**src/slfd_pkg.sv**
```systemverilog
`timescale 1ns / 1ps
// ============================================================================
// slfd_pkg - shared types and constants of the sync/length frame deframer
// Sync bytes, header length, result kind codes, phase encoding and the beat
// payload structures used on both stream channels.
// ============================================================================
package slfd_pkg;

   // Sync word, in arrival order
   localparam logic [7:0] SYNC_A = 8'hE2;
   localparam logic [7:0] SYNC_B = 8'h98;
   localparam logic [7:0] SYNC_C = 8'hA2;

   localparam int unsigned SIZE_BYTES = 4;
   localparam int unsigned STAMP_BYTES = 8;
   localparam int unsigned HDR_BYTES = 16;

   localparam logic [31:0] SIZE_BYTES_W = 32'(SIZE_BYTES);
   localparam logic [31:0] STAMP_BYTES_W = 32'(STAMP_BYTES);
   localparam logic [31:0] HDR_BYTES_W = 32'(HDR_BYTES);

   // Result kind codes
   localparam logic [1:0] KIND_DATA = 2'd0;
   localparam logic [1:0] KIND_EMPTY = 2'd1;
   localparam logic [1:0] KIND_SIZE_ERR = 2'd2;

   typedef enum logic [5:0] {
      PH_HUNT0 = 6'b000001,
      PH_HUNT1 = 6'b000010,
      PH_HUNT2 = 6'b000100,
      PH_SIZE  = 6'b001000,
      PH_HEAD  = 6'b010000,
      PH_DATA  = 6'b100000
   } phase_type;

   typedef struct packed {
      logic [7:0] rx_byte;
   } req_payload_type;

   typedef struct packed {
      logic [1:0]  kind;
      logic [7:0]  data_byte;
      logic [31:0] frame_size;
      logic [63:0] stamp;
      logic [63:0] type_hash;
      logic        last;
   } rsp_payload_type;

   // Result of one step of the deframer core
   typedef struct packed {
      logic            valid;
      rsp_payload_type payload;
   } step_result_type;

endpackage

```
**src/slfd_stream_if.sv**
```systemverilog
`timescale 1ns / 1ps
// ============================================================================
// slfd_stream_if - valid/ready stream channel
// Carries one beat of a packed payload type per handshake.
// ============================================================================
interface slfd_stream_if #(
   parameter type payload_type = logic [7:0]
);
   logic        valid;
   logic        ready;
   payload_type payload;

   modport source (output valid, output payload, input ready);
   modport sink   (input valid, input payload, output ready);
endinterface

```
**src/sync_length_frame_deframer_unit.sv**
```systemverilog
`timescale 1ns / 1ps
// ============================================================================
// sync_length_frame_deframer_unit - streaming sync/length frame deframer
// Hunts for the E2 98 A2 sync word, then streams frame payload bytes out with
// the frame's size, timestamp and type hash attached.
// ============================================================================
// The block takes one received byte per beat on req_bus and accepts a new
// byte every clock cycle while rsp_bus is not stalled. Each byte passes an
// input register, one pass of the deframer step logic, and the result
// register, from which its result is offered on rsp_bus. The sustained rate
// of one byte per cycle is set by the state update of the step logic.
// Only payload bytes after the 16-byte timestamp/hash header produce beats
// (kind 0, last on the final one); a size of exactly 16 gives one empty-frame
// beat (kind 1) and a size below 16 gives one size-error beat (kind 2) with
// zero stamp and hash. Both end the frame and restart the sync hunt. A byte
// that breaks the sync word is not retried as a sync start. Backpressure on
// rsp_bus stalls the step logic; the input register still holds one byte.
module sync_length_frame_deframer_unit
   import slfd_pkg::*;
(
   input logic         clock,
   input logic         reset,
   slfd_stream_if.sink   req_bus,
   slfd_stream_if.source rsp_bus
);

   // Input register
   logic            in_valid_ff, in_valid_in;
   logic [7:0]      in_byte_ff, in_byte_in;

   // Result register
   logic            out_valid_ff, out_valid_in;
   rsp_payload_type out_data_ff, out_data_in;

   logic            out_free;
   logic            step_en;
   logic            req_fire;
   step_result_type step_result;

   // The result register can take a new beat when empty or being drained
   assign out_free = !out_valid_ff || rsp_bus.ready;
   // Advance the held byte through the step logic when its result has room
   assign step_en = in_valid_ff && out_free;
   assign req_bus.ready = !in_valid_ff || out_free;
   assign req_fire = req_bus.valid && req_bus.ready;

   slfd_core u_core (
      .clock   (clock),
      .reset   (reset),
      .step_en (step_en),
      .rx_byte (in_byte_ff),
      .result  (step_result)
   );

   always_comb begin
      in_valid_in = in_valid_ff;
      in_byte_in = in_byte_ff;
      if (req_fire) begin
         in_valid_in = 1'b1;
         in_byte_in = req_bus.payload.rx_byte;
      end else if (step_en) begin
         in_valid_in = 1'b0;
      end
   end

   always_comb begin
      out_valid_in = out_valid_ff;
      out_data_in = out_data_ff;
      if (step_en) begin
         // load the step result; a byte with no result empties the register
         out_valid_in = step_result.valid;
         out_data_in = step_result.payload;
      end else if (rsp_bus.ready) begin
         out_valid_in = 1'b0;
      end
   end

   always_ff @(posedge clock) begin
      if (reset) begin
         in_valid_ff <= 1'b0;
         out_valid_ff <= 1'b0;
      end else begin
         in_valid_ff <= in_valid_in;
         out_valid_ff <= out_valid_in;
      end
   end

   // Payload registers, no reset needed
   always_ff @(posedge clock) begin
      in_byte_ff <= in_byte_in;
      out_data_ff <= out_data_in;
   end

   assign rsp_bus.valid = out_valid_ff;
   assign rsp_bus.payload = out_data_ff;

`ifndef SYNTHESIS
   // A byte blocked by a stalled result register stays held and unchanged
   assert property (@(posedge clock) disable iff (reset)
      in_valid_ff && !out_free |=> in_valid_ff && $stable(in_byte_ff))
      else $error("held input byte lost or changed during stall");

   // Empty-frame and size-error beats always close the frame
   assert property (@(posedge clock) disable iff (reset)
      out_valid_ff && (out_data_ff.kind != KIND_DATA) |-> out_data_ff.last)
      else $error("non-data beat without last");

   // A size-error beat carries a short size and no header fields
   assert property (@(posedge clock) disable iff (reset)
      out_valid_ff && (out_data_ff.kind == KIND_SIZE_ERR) |->
         (out_data_ff.frame_size < HDR_BYTES_W) && (out_data_ff.stamp == '0) &&
         (out_data_ff.type_hash == '0) && (out_data_ff.data_byte == '0))
      else $error("malformed size-error beat");

   // Only known kind codes leave the block
   assert property (@(posedge clock) disable iff (reset)
      out_valid_ff |-> (out_data_ff.kind == KIND_DATA) ||
         (out_data_ff.kind == KIND_EMPTY) || (out_data_ff.kind == KIND_SIZE_ERR))
      else $error("unknown result kind");
`endif

endmodule

```
**src/slfd_core.sv**
```systemverilog
`timescale 1ns / 1ps
// ============================================================================
// slfd_core - deframer state and single-pass step logic
// Holds phase, byte count and header fields; computes the result of one byte.
// ============================================================================
module slfd_core
   import slfd_pkg::*;
(
   input  logic            clock,
   input  logic            reset,
   input  logic            step_en,
   input  logic [7:0]      rx_byte,
   output step_result_type result
);

   phase_type   phase_ff, phase_in;
   logic [31:0] count_ff, count_in;
   logic [31:0] size_ff, size_in;
   logic [63:0] stamp_ff, stamp_in;
   logic [63:0] hash_ff, hash_in;

   logic [31:0] count_inc;
   logic [31:0] size_shift;

   assign count_inc = count_ff + 32'd1;
   assign size_shift = {rx_byte, size_ff[31:8]};

   always_comb begin
      phase_in = phase_ff;
      count_in = count_ff;
      size_in = size_ff;
      stamp_in = stamp_ff;
      hash_in = hash_ff;
      result = '0;
      unique case (phase_ff)
         PH_HUNT1: begin
            phase_in = (rx_byte == SYNC_B) ? PH_HUNT2 : PH_HUNT0;
         end
         PH_HUNT2: begin
            if (rx_byte == SYNC_C) begin
               phase_in = PH_SIZE;
               count_in = '0;
            end else begin
               phase_in = PH_HUNT0;
            end
         end
         PH_SIZE: begin
            size_in = size_shift;
            count_in = count_inc;
            if (count_inc >= SIZE_BYTES_W) begin
               count_in = '0;
               if (size_shift < HDR_BYTES_W) begin
                  // drop the frame, report the bad size
                  phase_in = PH_HUNT0;
                  result.valid = 1'b1;
                  result.payload.kind = KIND_SIZE_ERR;
                  result.payload.frame_size = size_shift;
                  result.payload.last = 1'b1;
               end else begin
                  phase_in = PH_HEAD;
               end
            end
         end
         PH_HEAD: begin
            if (count_ff < STAMP_BYTES_W) begin
               stamp_in = {rx_byte, stamp_ff[63:8]};
            end else begin
               hash_in = {rx_byte, hash_ff[63:8]};
            end
            count_in = count_inc;
            if (count_inc >= HDR_BYTES_W) begin
               count_in = '0;
               if (size_ff == HDR_BYTES_W) begin
                  phase_in = PH_HUNT0;
                  result.valid = 1'b1;
                  result.payload.kind = KIND_EMPTY;
                  result.payload.frame_size = size_ff;
                  result.payload.stamp = stamp_in;
                  result.payload.type_hash = hash_in;
                  result.payload.last = 1'b1;
               end else begin
                  phase_in = PH_DATA;
               end
            end
         end
         PH_DATA: begin
            count_in = count_inc;
            result.valid = 1'b1;
            result.payload.kind = KIND_DATA;
            result.payload.data_byte = rx_byte;
            result.payload.frame_size = size_ff;
            result.payload.stamp = stamp_ff;
            result.payload.type_hash = hash_ff;
            result.payload.last = (count_inc >= (size_ff - HDR_BYTES_W));
            if (result.payload.last) begin
               phase_in = PH_HUNT0;
               count_in = '0;
            end
         end
         default: begin
            phase_in = (rx_byte == SYNC_A) ? PH_HUNT1 : PH_HUNT0;
         end
      endcase
   end

   always_ff @(posedge clock) begin
      if (reset) begin
         phase_ff <= PH_HUNT0;
         count_ff <= '0;
         size_ff <= '0;
         stamp_ff <= '0;
         hash_ff <= '0;
      end else if (step_en) begin
         phase_ff <= phase_in;
         count_ff <= count_in;
         size_ff <= size_in;
         stamp_ff <= stamp_in;
         hash_ff <= hash_in;
      end
   end

endmodule

```
**src/flat_wrapper.sv**
```systemverilog
// flat-port wrapper written by rule: the top's interface ports become plain ports
module sync_length_frame_deframer_unit_flat import slfd_pkg::*;
  (clock, reset, req_bus_valid, req_bus_payload, req_bus_ready, rsp_bus_valid, rsp_bus_payload, rsp_bus_ready);
  slfd_stream_if #(.payload_type(req_payload_type)) req_bus_i ();
  slfd_stream_if #(.payload_type(rsp_payload_type)) rsp_bus_i ();
  input logic clock;
  input logic reset;
  input wire logic [$bits(req_bus_i.valid)-1:0] req_bus_valid;
  input wire logic [$bits(req_bus_i.payload)-1:0] req_bus_payload;
  output wire logic [$bits(req_bus_i.ready)-1:0] req_bus_ready;
  output wire logic [$bits(rsp_bus_i.valid)-1:0] rsp_bus_valid;
  output wire logic [$bits(rsp_bus_i.payload)-1:0] rsp_bus_payload;
  input wire logic [$bits(rsp_bus_i.ready)-1:0] rsp_bus_ready;
  assign req_bus_i.valid = req_bus_valid;
  assign req_bus_i.payload = req_bus_payload;
  assign req_bus_ready = req_bus_i.ready;
  assign rsp_bus_valid = rsp_bus_i.valid;
  assign rsp_bus_payload = rsp_bus_i.payload;
  assign rsp_bus_i.ready = rsp_bus_ready;
  sync_length_frame_deframer_unit u_core (.clock(clock), .reset(reset), .req_bus(req_bus_i), .rsp_bus(rsp_bus_i));
endmodule
```
**config.mk**
```make
export PLATFORM = sky130hd
export DESIGN_NAME = sync_length_frame_deframer_unit_flat
export DESIGN_NICKNAME = d
export VERILOG_FILES = /design/src/slfd_pkg.sv /design/src/slfd_stream_if.sv /design/src/sync_length_frame_deframer_unit.sv /design/src/slfd_core.sv /design/src/flat_wrapper.sv
export SDC_FILE = /design/constraint.sdc
export NUM_CORES = 1
export LEC_CHECK = 0
export ABC_AREA = 1
export ABC_CLOCK_PERIOD_IN_PS = 6800
export BUFFER_PORTS_ARGS = -buffer_cell sky130_fd_sc_hd__buf_2
export CAP_MARGIN = 20
export CORE_ASPECT_RATIO = 1.75
export CORE_MARGIN = 2
export CORE_UTILIZATION = 30
export DETAILED_ROUTE_END_ITERATION = 10
export GPL_TIMING_DRIVEN = 0
export HOLD_SLACK_MARGIN = 0.12
export PLACE_DENSITY = 0.51
export SYNTH_ARGS = -nofsm -noshare
export SYNTH_HDL_FRONTEND = slang
export SYNTH_SLANG_ARGS = --single-unit
```
**constraint.sdc**
```tcl
create_clock -name clock -period 6.8 [get_ports clock]
set_input_delay 1.36 -clock clock [delete_from_list [all_inputs] [get_ports clock]]
set_output_delay 1.36 -clock clock [all_outputs]
set_load 0.02 [all_outputs]
```
==> summary.md, run 1 <==
The run finished with clean final reports. Headroom to the max-slew limit came out at 23.9%. The total DRC errors in the routed layout is 0. The logs give 91 for the largest net degree at the start of global routing and 159 uV for the largest vdd supply drop. The worst reg-to-reg path cell count is 22, and the via count of the first global-routing pass is 16400.

The die is 193 um wide. The clock network burns 45.6% of the power. The analysis attributes to net switching a power of 1.14 mW. In the final design database the tool counted 2627 nets. Post-CTS setup repair buffer count: 0. For the CTS H-tree depth, the log shows 2.

The kind of critical path is register to register. Along the worst hold path, the cell count comes to 2. The hold buffer count at cts is 0.

Dominant synthesized flop cell: dfxtp_1. In this run the power density over the cells is 221 nW/um2. Capture endpoint of the worst hold path: u_core.u_core.count_ff[1]$_SDFFE_PP0P_.

Counting along the longest clock path gives a buffer depth of 3. The worst hold path begins at u_core.u_core.count_ff[1]$_SDFFE_PP0P_. Setup repair after global routing left no endpoint under its margin.

Routability-driven placement finished with a final weighted congestion of 0.941. The wire length per cell works out to 20.6 um. The tools report the reg-to-reg critical path startpoint as u_core.u_core.size_ff[4]$_SDFFE_PP0P_. The logs give 0 for the post-route antenna net violation count and 7.25 ns for the critical path data required time. For the internal power component, the log shows 3.72 mW.

The hold violation total from the final report is 0. The instance area after placement was 20700 um2; the leakage power total was 9.21 nW. The clock-pin slew on the worst setup and hold paths works out to 0.07 ns. The starting density of the core came out at 30.3%.

In this run, synthesis inferred 179 flip-flops with an integrated enable. Derived from the worst setup path, the maximum achievable clock frequency is 195 MHz. The detailed-routing iteration count for the pre-antenna-repair pass is 6, and the floorplan die area is 64500 um2. 185 I/O pins were placed. TritonCTS built the clock tree. The logs give 1.66 ns for the internal reg-to-reg setup slack and 0 ns for the final sum of negative setup slack.

The via-per-instance ratio was 4.95. In this run the critical register-to-register path is captured at u_core.u_core.phase_ff[2]$_SDFFE_PP0P_. The run gives 41 as the number of distinct library cells after synthesis. The area growth from synthesis to layout is 17.1%. The tools report the sequential share of power as 50.3%. In this run the clock root is driven by a clkbuf_16. For the aggregate routed wire length, the log shows 70.2 mm. The slew at the pin closest to its max-slew limit is 1.14 ns, and the aggregate global-route resource usage is 21.5%.

Clock skew on the completed layout was measured at 0.0289 ns. Across the run, the number of max-cap violations was 0. The number of instances in the placed design is 3340. The first global-routing pass estimated 102 mm of wire. Along the worst path, the maximum fanout reaches 7. The number of failing setup endpoints in the final timing report is 0, and the share of cells above drive strength 1 is 12.4%. For this run, the number of standard cells in the final layout without fillers is 3406. The clock latency on the worst-skew pair came out at 0.56 ns. The worst setup path is captured at a register. After technology mapping, the gate count stands at 2357. Post-CTS repair changed the size of 0 cells.

Total number of placement rows: 121. Data arrives at the worst endpoint at 5.58 ns. The run gives 16900 as the total number of vias.

Input and output buffers added on the ports amount to 183. The tree built by TritonCTS fans out to 379 sinks. After synthesis, the share of flip-flops with an asynchronous set or reset is 0%. The run gives 0 as the max-slew violation count. The run gives 6489 as the final-layout fill cell count. The start point of the critical path is u_core.u_core.size_ff[4]$_SDFFE_PP0P_. The number of buffers created by CTS was 37. The total of warnings raised by yosys is 0, and the detailed placer's ending HPWL is 54.8 mm. The mean instance size in the synthesized netlist was 7.95 um2; the area of all placed cells without fillers was 21900 um2.

For this block, the initial DRC count from the detailed router was 1040. The run gives 50.1% as the sequential share of the synthesized area. The final global-route overflow total is 0. In this run the cell area of the synthesized design comes to 18700 um2. The ratio of final minimum period to clock period was 75.5%. STA classifies the critical path startpoint as a register. For the initial antenna violation count, the log shows 0.

The repair_antennas step left the layout with diodes totalling 0. Counting every net in the synthesized netlist gives 2404. The class of the worst hold path was register to register.

The die is 335 um tall. The region available for standard cell placement spans 61900 um2. Of the total power, the share spent switching nets is 23.4%. After layout, the minimum clock period comes to 5.14 ns. The count of state elements after synthesis is 379.

The run gives 4.1% as the logic gate share of total power.
[kinds of logic after synthesis]
family / after synthesis / share of synthesized area [%]
AO/OA/AOI/OAI: 656 / 17.7
adder cells (fa/ha/maj): 35 / 2.34
flip-flops: 379 / 50.1
AND/OR/NAND/NOR: 734 / 17.1
XOR/XNOR: 35 / 1.64
buffers and inverters: 518 / 11.1
[Yosys cell counts, types with 3 or more instances]
master	number	share of area, %
inv_1	389	7.8
xnor2_1	4	0.19
nand4_1	16	0.53
o22ai_1	5	0.17
nor3_2	4	0.21
buf_6	17	1.0
nor2_1	138	2.8
inv_2	3	0.060
nand2_2	4	0.13
xor2_1	31	1.4
buf_2	5	0.13
nor2_4	5	0.30
nor3_1	14	0.37
nand2_1	450	9.0
o21ai_0	306	8.2
and3_1	3	0.10
nand3_1	44	1.2
o21bai_1	4	0.16
or2_2	4	0.13
o21ai_1	120	3.2
dfxtp_1	200	21
buf_1	6	0.12
nand3_2	31	1.7
clkbuf_1	97	1.9
a21oi_1	214	5.7
edfxtp_1	179	29
nor4_1	10	0.33
nor2_2	7	0.23
ha_1	35	2.3
[worst max path at each step]
| stage | to | slack [ns] | cells after the start |
|---|---|---|---|
| 4_1_cts | u_core.u_core.phase_ff[2]$_SDFFE_PP0P_ | 1.69 | 22 |
| 3_5_place_dp | u_core.u_core.stamp_ff[60]$_SDFFE_PP0P_ | 1.69 | 14 |
| 5_1_grt | u_core.u_core.phase_ff[2]$_SDFFE_PP0P_ | 1.22 | 22 |
| 6_report | u_core.u_core.phase_ff[2]$_SDFFE_PP0P_ | 1.66 | 22 |
| 2_1_floorplan | u_core.u_core.stamp_ff[57]$_SDFFE_PP0P_ | 0.27 | 12 |
| 3_3_place_gp | u_core.u_core.hash_ff[2]$_SDFFE_PP0P_ | -2.79 | 12 |
[cells in the final DEF (no fill, tap or decap), drive strengths merged, types with 9 or more instances in the layout]
cell,instances
a21oi,214
buf,212
clkbuf,141
clkinv,9
dfxtp,200
edfxtp,179
ha,35
inv,398
nand2,455
nand3,75
nand4,16
nor2,150
nor3,18
nor4,10
o21ai,426
xor2,31
[worst max-delay path, stage by stage (launching register included)]
cell	delay [ns]
dfxtp_1	0.38
inv_1	0.14
ha_1	0.22
nand2_1	0.10
nor2_1	0.35
inv_1	0.11
nor3_1	0.52
nand2_1	0.21
nor3_1	0.41
xor2_1	0.19
inv_1	0.07
ha_1	0.27
nand2_1	0.04
nor2_1	0.11
nand2_1	0.10
nor4_1	0.64
nand4_1	0.21
nand4_1	0.22
nand2_1	0.22
nor2_2	0.32
nand2_1	0.09
nand2_1	0.06
nor2_1	0.04
[cell type report]
class,count,area (um2),area share (%)
Inverter,393,1480,6.76
Multi-Input combinational cell,1460,7270,33.2
Sequential cell,379,9380,42.8
Tap cell,799,1000,4.56
Buffer,125,603,2.75
Clock buffer,44,962,4.39
Clock inverter,22,292,1.33
Timing Repair Buffer,184,943,4.30
[sequential cells by signal (all words and copies together), names as in the netlist]
| signal | count |
|---|---|
| u_core.in_byte_ff | 8 |
| u_core.in_valid_ff | 1 |
| u_core.rsp_bus.payload | 171 |
| u_core.rsp_bus.valid | 1 |
| u_core.u_core.count_ff | 32 |
| u_core.u_core.hash_ff | 64 |
| u_core.u_core.phase_ff | 6 |
| u_core.u_core.size_ff | 32 |
| u_core.u_core.stamp_ff | 64 |
[metrics by stage]
stage | power, mW | setup slack, ns | util (%) | hold WS [ns]
2_1_floorplan | 2.61 | 0.271 | - | 0.458
3_3_place_gp | 2.70 | -2.79 | 33.3 | 0.493
3_5_place_dp | 2.70 | 1.69 | 33.4 | 0.499
4_1_cts | 4.91 | 1.69 | 35.4 | 0.509
5_1_grt | 5.00 | 1.22 | 35.4 | 0.531
6_report | 4.86 | 1.66 | 35.4 | 0.508
[layer usage]
layer / vias up / wire length (um) / global-route usage (%)
met5: - / 0 / 0
met4: 0 / 5400 / 14.7
met3: 186 / 3160 / 2.08
met2: 585 / 37800 / 41.4
met1: 7952 / 23800 / 21.1
li1: 8136 / - / -
[power groups by stage]
| stage | clock (mW) | sequential [mW] | combinational [mW] |
|---|---|---|---|
| 6_report | 2.21 | 2.44 | 0.200 |
| 5_1_grt | 2.34 | 2.45 | 0.215 |
| 4_1_cts | 2.26 | 2.44 | 0.203 |
| 3_5_place_dp | 0 | 2.49 | 0.202 |
| 3_3_place_gp | 0 | 2.50 | 0.198 |
| 2_1_floorplan | 0 | 2.53 | 0.0767 |
No activity file was read; power rests on OpenSTA's default activity.
==> run 2, diff against run 1 <==
Settings changed: ABC_CLOCK_PERIOD_IN_PS 6800 to 5300, PLACE_DENSITY 0.51 to 0.49.
Clock period 6.8 ns to 5.3 ns, I/O delays scaled along.
==> run 2 against run 1 <==
Die area unchanged. First-iteration DRC count up 9.7%. Register-to-register slack worse by 1.2 ns. Combinational power up 31%. Global-route usage down 0.057 points. Sequential power up 28%. Final cell count up 0.23%. Via count up 0.79%. Largest power group unchanged. Largest cell class unchanged.
==> summary.md, run 2 (same netlist as run 1, synthesis figures left out) <==
The max-slew violation count came out at 0. Cell internal power was estimated by the tool at 5.03 mW. TritonCTS built the clock tree.

Setup repair after global routing left no endpoint under its margin. STA classifies the critical path endpoint as a register. The library cells used most frequently in the layout, excluding fill and tap cells, are 450 x nand2_1, 388 x inv_1, 306 x o21ai_0.

Traced cell by cell, the critical path runs through inv_1 -> nand3_1 -> nor3_2 -> nand3_1 -> nor3_2 -> nand2_1 -> nor2_1 -> nand3_1 -> nor3_2 -> nand4_1 -> xor2_1 -> ha_1 -> nand2_1 -> nor2_1 -> nand2_1 -> nor4_2 -> nand4_1 -> nand4_1 -> nand2_1 -> nor2_2 -> nand2_1 -> nand2_1 -> nor2_1. By startpoint and endpoint, the worst setup path is classified as register to register. In this run the power density over the cells is 293 nW/um2. Setup violations remaining at the end of the flow were counted as 0. The floorplan step defined a die boundary enclosing 64500 um2.

The final global-route overflow total was 0. The net count of the finished layout is 2632. The run finished with clean final reports. The register with the most flip-flops in the layout has 171 of them.

Counting tap cells, the placed design contains a total of 3343 instances. Dividing the detail-routed wire length by the instance count gives 20.5 um. Along the worst path, the maximum fanout reaches 7. Buffers inserted during clock tree synthesis total 39. In this run, the combinational gates consume 4.0% of the power. The clock drives 379 sinks. The cell chosen for the clock root is clkbuf_16. The aggregate global-route resource usage came out at 21.4%. The worst hold path belongs to the class register to register. The count of cells in the finished layout, fillers not included, comes to 3414. 185 I/O pins were placed. The logs give 29.2% for the max-slew headroom at the worst pin and 30.3% for the starting density of the core. The cell seen most often among critical-path stages was nand2_1. The clock period could shrink to 4.88 ns.

The cell with the biggest individual delay on the critical path was nor4_2. The data arrival time of the critical path is 5.33 ns. Dividing the final minimum period by the clock period gives 92.1%. The most common cell after layout, fill and taps aside is nand2_1. The largest stage delay on the critical path was 0.40 ns.

The total core area was 61900 um2; the die outline height was 335 um. The clock network is responsible for 47.8% of the overall power. The tools report the via count of the first global-routing pass as 16500.

At the pin with the least slew margin, the transition time is 1.06 ns. Derived from the worst setup path, the maximum achievable clock frequency is 205 MHz. The largest vdd supply drop was 187 uV. For the final sum of negative setup slack, the log shows 0 ns.

Clock latency on the worst-skew pair: 0.57 ns. In this run, post-CTS hold repair placed 0 buffers. Data on the critical path is required at its endpoint by 5.75 ns. Global-route wire length before repair: 102 mm. The run gives 0.0279 ns as the post-route clock skew. Using the TritonRoute via totals, the vias-per-cell ratio works out to 4.98. The worst hold slack across all endpoints is 0.497 ns, and the post-route antenna net violation count is 0.

The fraction of power spent switching nets was 22.6%; the port buffer count was 183. The number of diodes added for antenna fixing came out at 0. The hold violation total from the final report was 0; the initial antenna violation count was 0. CTS built an H-tree with a depth of 2. The run gives 54.6 mm as the detailed placer's ending HPWL.

The die is 193 um wide. Total number of vias: 17000. The clock-pin slew on the worst setup and hold paths works out to 0.07 ns. For this design the static power due to leakage is 9.30 nW. The detailed router's first-iteration violation count was 1141. Of the cells placed in the final design, the portion with a size suffix greater than 1 is 12.8%. In the routed design, unresolved DRC markers number 0. The run gives 121 as the total number of placement rows. In this run, flip-flops and latches consume 48.1% of the power. The logs give 1.47 mW for the switching power and 3 for the largest buffer count on any clock path. The worst setup path is launched from a register. The filler cells instantiated in the layout total 6472. The largest net degree at the start of global routing is 46, and the detailed-routing iteration count for the pre-antenna-repair pass is 6.

The area added between synthesis and finish works out to 18.3%. The tools report the aggregate routed wire length as 69.9 mm. The tool flagged a number of max-cap violations equal to 0.

Routability-driven placement finished with a final weighted congestion of 0.943.
[run 2: repair_timing]
action,CTS,global route
setup buffers,0,0
setup endpoints to repair,0,38
resized for setup,0,2
[run 2: worst max-delay path: cells and delay by family, from the launching register on]
family,cells,cell delay [ns]
and+or+nand+nor,20,3.86
xor gates and xnor gates,1,0.18
DFF,1,0.34
buffers and inverters,1,0.10
adders and majority gates,1,0.30
[run 2: metrics by stage]
stage | area [um2] | setup slack, ns | power [mW] | util [%]
2_1_floorplan | 18700 | 0.0297 | 3.35 | -
3_5_place_dp | 20700 | 0.151 | 3.45 | 33.5
3_3_place_gp | 20700 | -2.60 | 3.45 | 33.4
6_report | 22200 | 0.418 | 6.50 | 35.8
4_1_cts | 22200 | 0.129 | 6.57 | 35.8
5_1_grt | 22200 | 0.0209 | 6.68 | 35.8
[run 2: power groups by stage]
| stage | sequential [mW] | combinational (mW) | clock, mW |
|---|---|---|---|
| CTS | 3.13 | 0.264 | 3.18 |
| finish | 3.13 | 0.262 | 3.11 |
| floorplan | 3.25 | 0.0986 | 0 |
| detailed placement | 3.19 | 0.263 | 0 |
| global route | 3.13 | 0.282 | 3.27 |
| global placement | 3.20 | 0.254 | 0 |
[run 2: routing by layer]
layer	vias to the layer above	track usage, %	routed length [um]
met5	-	0	0
met4	0	13.9	5110
met3	190	2.15	3080
met2	624	40.5	36700
met1	8021	22.0	25000
li1	8157	-	-
[run 2: layout make-up]
type / count / area, um2 / share of cell area (%)
Buffer: 125 / 603 / 2.72
Clock buffer: 44 / 1000 / 4.53
Clock inverter: 27 / 415 / 1.87
Inverter: 393 / 1480 / 6.67
Multi-Input combinational cell: 1460 / 7290 / 32.9
Sequential cell: 379 / 9380 / 42.3
Tap cell: 799 / 1000 / 4.51
Timing Repair Buffer: 187 / 996 / 4.49
[run 2: final timing paths]
kind,start,endpoint,slack (ns),depth (start not counted)
hold / removal,u_core.u_core.count_ff[31]$_SDFFE_PP0P_,u_core.u_core.count_ff[31]$_SDFFE_PP0P_,0.50,2
hold reg to reg,u_core.u_core.count_ff[31]$_SDFFE_PP0P_,u_core.u_core.count_ff[31]$_SDFFE_PP0P_,0.50,2
setup reg to reg,u_core.u_core.size_ff[4]$_SDFFE_PP0P_,u_core.u_core.phase_ff[2]$_SDFFE_PP0P_,0.42,23
setup / recovery,u_core.u_core.size_ff[4]$_SDFFE_PP0P_,u_core.u_core.phase_ff[2]$_SDFFE_PP0P_,0.42,23
==> run 3, diff against run 2 <==
Settings changed: SYNTH_HIERARCHICAL from default to 1.
==> run 3 against run 2 <==
Clock skew is 0.0026 ns lower. Clock-buffer cell count grew 12. Total power shrank 2.3%. Core utilization grew 0.17 points. Die area unchanged. Critical endpoint is now u_core/u_core/count_ff[31]$_SDFFE_PP0P_. Synthesized cell count is 1.6% higher. Final cell count rose by 1.3%. Highest routed layer unchanged. Wire length decreased by 1.1%. Hold slack worse by 0.016 ns.
==> summary.md, run 3 <==
The number of diodes added for antenna fixing is 0, and the core occupancy in the finished layout is 36.0%. The cell sitting at the root of the clock tree is a clkbuf_16. Start point of the worst min-delay path: u_core/u_core/count_ff[31]$_SDFFE_PP0P_. The class of the worst hold path was register to register. After synthesis the netlist holds a flip-flop and latch count of 379. The critical path in this run is classified as register to register.

In the post-synthesis netlist, the biggest area contributors are edfxtp_1 29%, dfxtp_1 21%, nand2_1 9.8%, o21ai_0 8.3%, inv_1 7.8%. Of all flip-flops after synthesis, the portion carrying an async set or reset was 0%. The share of Yosys cell area claimed by the top area cell type came out at 28.7%. Port buffer count: 184.

The type of destination of the critical path is a register. The run gives 6 as the total of warnings raised by yosys. STA classifies the critical path startpoint as a register. The routed layout has 17000 vias.

Including well taps, the total number of placed cells is 3385. The post-route clock skew was 0.0253 ns. The tool flagged a number of max-cap violations equal to 0. In the global route stage, overall resource usage came out at 21.2%. In this run the critical register-to-register path is launched from u_core/u_core/size_ff[4]$_SDFFE_PP0P_.

The finished cells cover 22300 um2. After detailed placement, the total cell area comes to 20900 um2. Setup repair after global routing left no endpoint under its margin.

The final layout contains 2675 nets. Counting along the longest clock path gives a buffer depth of 3. The commonest cells after synthesis are 489 x nand2_1, 388 x inv_1, 309 x o21ai_0. Synthesis handed over a netlist of 2395 instances. TritonCTS built the clock tree. For the pin with the worst max-slew slack, the measured transition is 1.04 ns.

The flow ran to the end, and the final reports show no timing, DRC or antenna violations. Tracing the worst setup path back leads to its startpoint at u_core/u_core/size_ff[4]$_SDFFE_PP0P_. Ratio of final minimum period to clock period: 88.0%. The count of cells in the finished layout, fillers not included, comes to 3459. The initialized floorplan defines 121 standard-cell rows.

Before antenna repair, the detailed router went through 7 iterations. The first global-routing pass estimated 101 mm of wire. Data on the critical path arrives at its endpoint at 5.08 ns. The via count of the first global-routing pass is 16700.

Adding up every negative setup slack in the final design gives 0 ns. The CTS H-tree depth is 2, and the wire length per cell is 20.0 um. The analysis attributes to cell leakage a power of 9.48 nW. The first routing iteration left 1263 violations. In the post-synthesis netlist, the cell with the most instances is nand2_1. The most common cell after layout, fill and taps aside was nand2_1. A synthesized cell averages 7.82 um2.

The register with the most flip-flops in the layout has 171 of them. For the clock latency on the worst-skew pair, the log shows 0.57 ns. Post-CTS setup repair buffer count: 0.

The total power of the final layout was 6.35 mW; the number of distinct library cells after synthesis was 43. The floorplan step set the die width to 193 um. The logs give 1 for the initial antenna violation count and 185 for the boundary pin count. The detailed placer's ending HPWL was 53.9 mm. In the layout the commonest cells are 489 x nand2_1, 388 x inv_1, 303 x o21ai_0. The run gives 0 as the post-route antenna net violation count. In the final layout, the share of cells above drive strength 1 is 12.1%.

When the netlist entered floorplanning its net count stood at 2442. The fmax was 214 MHz; the floorplan die area was 64500 um2. The via-per-instance ratio is 4.91. The global placer's final weighted congestion is 0.903, and the total core area is 61900 um2. The run gives 180 uV as the largest vdd supply drop. Summed over all layers, the global routing overflow is 0. The largest fanout on the critical path is 10. The area growth from synthesis to layout is 18.9%. Sequential cells were found to cover 50.1% of the synthesized design area. Setup violations remaining at the end of the flow were counted as 0. In this run, synthesis inferred 179 flip-flops with an integrated enable.

Clock-pin slew was measured on the worst setup and hold paths at 0.06 ns. In this run the vertical extent of the chip is 335 um. Hold violation total from the final report: 0. Aggregate routed wire length: 69.1 mm. Among all flip-flop cells after synthesis, the most frequent one is dfxtp_1. The mapped netlist covers 18700 um2. Data on the critical path is required at its endpoint by 5.71 ns.

The power per unit of standard cell area is 285 nW/um2. In the routed design, unresolved DRC markers number 0. The starting density of the core came out at 30.3%. edfxtp_1 takes more of the synthesized area than any other cell. The smallest clock period supported by the final layout is computed as 4.66 ns. The logs give 0 for the max-slew violation count and 6483 for the final-layout fill cell count. In this run the tightest slew margin relative to its limit is 30.4%. Entering global routing, the biggest net connects 32 pins. Buffers inserted during clock tree synthesis total 40. The clock net in this run drives a total of 379 sinks.
-- run 3: changes by cell type in the layout (fill, tap and decap cells not counted), moves of 7 or more --
cell and change:
a21oi_1 -8, clkbuf_1 -17, buf_1 +8, clkbuf_4 +9, nand2_1 +39, nor2_1 +24, nand3_2 -28, bufinv_16 -7
-- run 3: timing repair --
action	4_1_cts	5_1_grt
hold buffers	0	0
setup endpoints to repair	0	2
endpoints found under the hold margin	0	0
gates resized for setup	0	1
-- run 3: final timing paths --
check | endpoint | slack (ns) | depth (start not counted)
max | u_core/u_core/count_ff[31]$_SDFFE_PP0P_ | 0.64 | 20
min | u_core/u_core/count_ff[31]$_SDFFE_PP0P_ | 0.48 | 2
max reg2reg | u_core/u_core/count_ff[31]$_SDFFE_PP0P_ | 0.64 | 20
min reg2reg | u_core/u_core/count_ff[31]$_SDFFE_PP0P_ | 0.48 | 2
-- run 3: worst max-delay path, stage by stage, from the launching register on --
cell and delay, ns:
dfxtp_1 0.37, inv_1 0.13, ha_1 0.24, nand2_1 0.11
nor2_1 0.31, nand2_1 0.16, or3b_2 0.53, nor4_1 0.31
xor2_1 0.18, inv_1 0.06, ha_1 0.26, nand2_1 0.05
nor2_1 0.17, nand2_1 0.08, nor4_1 0.38, nand3_1 0.18
nand3_1 0.27, clkbuf_1 0.45, nor2_1 0.09, nand3_1 0.09
a21oi_1 0.07
-- run 3: cell families after synthesis --
family	after synthesis	synth area share, %
AOI/OAI and AO/OA	646	17.4
xor gates and xnor gates	38	1.82
adders and majority gates	35	2.34
buffers and inverters	519	11.1
DFF	379	50.1
and+or+nand+nor	778	17.3
-- run 3: area by class of cell --
type,instances,area (um2),share of cell area [%]
flip-flops and latches,379,9380,42.1
clock inverters,18,174,0.781
repair buffers,191,1080,4.87
inverters,395,1480,6.66
well taps,799,1000,4.49
multi-input cells,1497,7300,32.8
plain buffers,124,679,3.05
clock buffers,56,1170,5.28
-- run 3: report_power, final --
part / leakage [nW] / internal [mW] / switching [mW]
registers: 3.33 / 3.11 / 0.0244
clock network: 0.659 / 1.70 / 1.22
logic: 5.49 / 0.0778 / 0.213
total: 9.48 / 4.88 / 1.46
-- run 3: metrics by stage --
step	worst slack (ns)	hold WS (ns)
after floorplan	-0.142	0.456
after global placement	-2.74	0.473
after detailed placement	0.347	0.476
after CTS	0.310	0.484
after global routing	0.167	0.526
final	0.635	0.481
-- run 3: routing by layer --
metal	global-route usage (%)	part of all wire, %	vias up
met5	0	0	-
li1	-	-	8239
met4	14.2	7.6	0
met3	2.01	4.5	177
met2	39.3	52	604
met1	22.3	36	7951
